**src/rtl/core/kmp_ram.sv**
```systemverilog
// Simple dual-port memory: one write port, one read port, registered read data.
// Depends on no package; instantiated by kmp_pattern_matcher_top.
module kmp_ram #(
  parameter int DEPTH = 256,
  parameter int WIDTH = 8
) (
  input  logic                     clk,
  input  logic                     wr_en,
  input  logic [$clog2(DEPTH)-1:0] wr_addr,
  input  logic [WIDTH-1:0]         wr_data,
  input  logic [$clog2(DEPTH)-1:0] rd_addr,
  output logic [WIDTH-1:0]         rd_data
);

  logic [WIDTH-1:0] mem [DEPTH];

  // write port
  always_ff @(posedge clk) begin
    if (wr_en) begin
      mem[wr_addr] <= wr_data;
    end
  end

  // read port, registered read data
  always_ff @(posedge clk) begin
    rd_data <= mem[rd_addr];
  end

endmodule

```
**config.mk**
```make
export PLATFORM = sky130hd
export DESIGN_NAME = kmp_ram
export DESIGN_NICKNAME = d
export VERILOG_FILES = /design/src/rtl/core/kmp_ram.sv
export SDC_FILE = /design/constraint.sdc
export NUM_CORES = 2
export LEC_CHECK = 0
export ABC_AREA = 1
export BUFFER_PORTS_ARGS = -buffer_cell sky130_fd_sc_hd__buf_2
export CORE_ASPECT_RATIO = 2
export CORE_UTILIZATION = 57
export DETAILED_ROUTE_END_ITERATION = 12
export GPL_ROUTABILITY_DRIVEN = 0
export PLACE_DENSITY = 0.76
export SYNTH_ARGS = -nofsm -noshare
export SYNTH_HDL_FRONTEND = slang
export SYNTH_SLANG_ARGS = --single-unit
```
**constraint.sdc**
```tcl
create_clock -name clk -period 1.8 [get_ports clk]
set_input_delay 0.18 -clock clk [delete_from_list [all_inputs] [get_ports clk]]
set_output_delay 0.18 -clock clk [all_outputs]
set_load 0.01 [all_outputs]
```
==> summary.md <==
| Metric | Value |
|---|---|
| Post-DRT Antenna Nets | 0 |
| Reg2Reg Depth | 11 |
| Total power | 97.5 mW |
| CTS Buffer Depth | 4 |
| Netlist cell types | 14 |
| WP data required | 2.50 ns |
| Clk pwr share | 0.382 |
| Adder-Cell Fraction of Synth Area | 0 |
| Achievable clock frequency | roughly 0.54 GHz |
| Clock-pin slew on the worst setup and hold paths | about 0.07 ns |
| Sequential share of power | 0.542 |
| CTS tree | built |
| Crit path time final | ~1.8 ns |
| Skew final | 0.0341 ns |
| Num rows | slightly below 200 |
| Vias | approximately 59000 |
| Critical Path Source | mem[226][3] |
| Worst slew pin tran | between 0.6 and 0.7 ns |
| Pre-Repair DR Iteration Count | 7 |
| Failing checks | negative setup slack |
| Initial antenna violation count | 9 |
| Max_slew headroom | 0.555 |
| Post-Synth XOR/XNOR Area | 0 |
| Fin cells | 9466 |
| Post-CTS Setup Repair Bufs | 0 |
| CTS buffer count | 168 |
| Core Area | ~0.15 mm2 |
| Post-Synth Simple-Gate Area | 0.229 |
| Post-Synthesis Cells | 7003 |
| Largest family of logic cells by synthesized area | simple AND/OR/NAND/NOR gates |
| CP Max Fanout | 1 |
| Mapped Area | around 0.083 mm2 |
| Final wirelength | 250000 um |
| Port bufs | 33 |
| Placed Instances | 9151 |
| Total die area | around 0.15 mm2 |
| PD cells | 1010 mW/mm2 |
| Synth-to-Final Area Change | 16.1% |
| Gr ovfl total | 0 |
| WS Path Type | reg -> reg |
| Hold WC Path Type | in -> reg |
| Net Sw Frac | 0.226 |
| Layout cells sized above 1 | 0.141 |
| Fin. max-slew vios | 0 |
| Status | complete, but fails checks |
| Worst Setup End Kind | register |
| Nets | 7457 |
| Die Wd | 272 um |
| Via/cell ratio | between 6 and 7 |
| Hold Violations, Final | 0 |
| GRT Util Overall | 0.338 |
| DP Worst Slack | -0.854 ns |
| Yosys reg bits | slightly above 2000 |
| Reg2reg setup slack | -0.04 ns |
| Compound-gate portion of the synthesized area | 0 |
| Die Ht | around 540 um |
| Worst Slack Setup Final | -0.0431 ns |
| FILL cells | about 9600 |
| Residual DRC | 0 |
| First-pass GRT wire length | approximately 370000 um |
| Largest net degree at the start of global routing | 84 |
| WL per Instance | between 20 and 30 um |
| Max Cap Viol | 0 |
| Maximum resistive drop on vdd | around 1.1 mV |
| Post-synthesis mux area share | 0 |
| Setup violators final | 3 |
| Detailed Place HPWL | between 150000 and 200000 um |
| Vias in the first global route | 59200 |
| Worst skew pair latency | approximately 0.84 ns |
| Mapped Avg Cell Area | approximately 12 um2 |
| Lkg Pwr | between 30 and 40 nW |
| Period utilization | 1.02 |
| Worst setup endpoint | rd_data[3] |
| Crit path arrival time | around 2.5 ns |
| Final core area utilization | 0.666 |
| Initial drt markers | between 8000 and 9000 |
| Initial core utilization | 0.573 |
| H-Tree Depth | 4 |
| Reg2reg end | rd_data[3] |
| RR Startpoint | mem[226][3] |
| Internal power | about 75 mW |
| Switching power | about 22 mW |
| Synth warnings | 0 |
| # IOs | 34 |
| Comb power frac | 0.076 |
| Sequential area share after synthesis | 0.739 |
| CTS root buffer | clkbuf_16 |
| Clock Sinks | 2056 |
| Setup crit start kind | register |
| Mapped Nets | around 7000 |
==> per-layer routing <==
layer	wire, um	share of wire	track usage	vias up
li1	-	-	-	25700
met1	74900	0.30	0.362	28500
met3	24200	0.097	0.0567	1240
met2	125000	0.50	0.580	4043
met5	38	0.00015	0	-
met4	25500	0.10	0.286	6
==> registers in the layout, summed over array words and instances, names as in the netlist <==
| name | count |
|---|---|
| rd_data | 8 |
| mem | 2048 |
==> cells by family (layout without fill, tap and decap cells) <==
kind of cell  count (synthesis)  after routing
simple gates               4425           4425
buf+inv                     522           1077
other cells                   0              8
flops                      2056           2056
==> cell usage after synthesis <==
cell / n / share of area
nand2_1: 2123 / 0.096
buf_8: 1 / 0.00018
nand3_1: 2019 / 0.12
edfxtp_1: 2048 / 0.74
inv_4: 1 / 0.000075
inv_1: 36 / 0.0016
dfxtp_1: 8 / 0.0019
buf_6: 16 / 0.0022
buf_4: 46 / 0.0041
inv_2: 2 / 0.000090
nor2_1: 283 / 0.013
clkbuf_1: 112 / 0.0050
buf_1: 40 / 0.0018
buf_2: 268 / 0.016
==> final cells by class <==
type | count | area, um2 | area share
sequential | 2056 | 61700 | 0.637
multi-input combinational | 4425 | 19600 | 0.202
timing repair buffer | 741 | 7600 | 0.0785
clock buffer | 196 | 4420 | 0.0457
tap | 1900 | 2380 | 0.0245
clock inverter | 101 | 1030 | 0.0107
inverter | 39 | 180 | 0.00186
antenna | 8 | 20.0 | 0.000207
==> cell usage in the layout (no fill, tap or decap), types with 11 or more instances in the layout <==
| master | count |
|---|---|
| nand2_1 | 2116 |
| edfxtp_1 | 2048 |
| nand3_1 | 1944 |
| buf_4 | 542 |
| nor2_1 | 283 |
| clkbuf_16 | 173 |
| buf_12 | 154 |
| nand3_2 | 72 |
| clkinv_2 | 36 |
| inv_1 | 34 |
| clkinv_1 | 28 |
| clkbuf_1 | 21 |
| buf_2 | 21 |
| bufinv_16 | 20 |
| buf_8 | 11 |
==> metrics by stage <==
stage | cell area [um2] | hold slack [ns] | setup TNS, ns
4_1_cts | 96400 | 0.0365 | 0
3_3_place_gp | 90800 | 0.574 | -5.43
6_report | 96900 | 0.0322 | -0.0749
5_1_grt | 96800 | 0.0554 | -0.104
2_1_floorplan | 83400 | 0.279 | 0
3_5_place_dp | 90800 | 0.575 | -5.55
==> timing repair <==
action,in CTS,in global routing
hold endpoints to repair,421,0
hold buffers,9,0
gates resized for setup,15,73
pin swaps,0,2
cloned,0,1
setup endpoints to repair,7,8
==> power by group through the flow <==
stage          clock network (mW)  registers [mW]  logic (mW)
6_report                     37.3            52.8        7.40
5_1_grt                      38.8            52.8        7.73
4_1_cts                      37.3            52.8        7.06
3_5_place_dp                    0            53.8        6.96
2_1_floorplan                   0            53.8        3.26
3_3_place_gp                    0            53.8        6.81
==> worst min-delay path by stage <==
stage	startpoint	to	slack [ns]	cells after the start
detailed placement	wr_data[1]	mem[205][1]	0.58	1
floorplan	wr_data[0]	mem[0][0]	0.28	0
CTS	rd_addr[6]	rd_data[1]	0.04	6
global route	rd_addr[6]	rd_data[5]	0.06	5
finish	rd_addr[6]	rd_data[5]	0.03	5
global placement	wr_data[1]	mem[205][1]	0.57	1
==> critical path, stage by stage, from the launching register on <==
cell and delay (ns):
edfxtp_1 0.39, nand2_1 0.09, nand3_1 0.07, nand3_1 0.17
nand3_1 0.16, nand3_2 0.21, nand3_1 0.18, nand3_1 0.11
buf_4 0.15, nand2_1 0.06, nand2_1 0.05, nand2_1 0.06
Note: power is estimated with default switching activity, not from simulation.
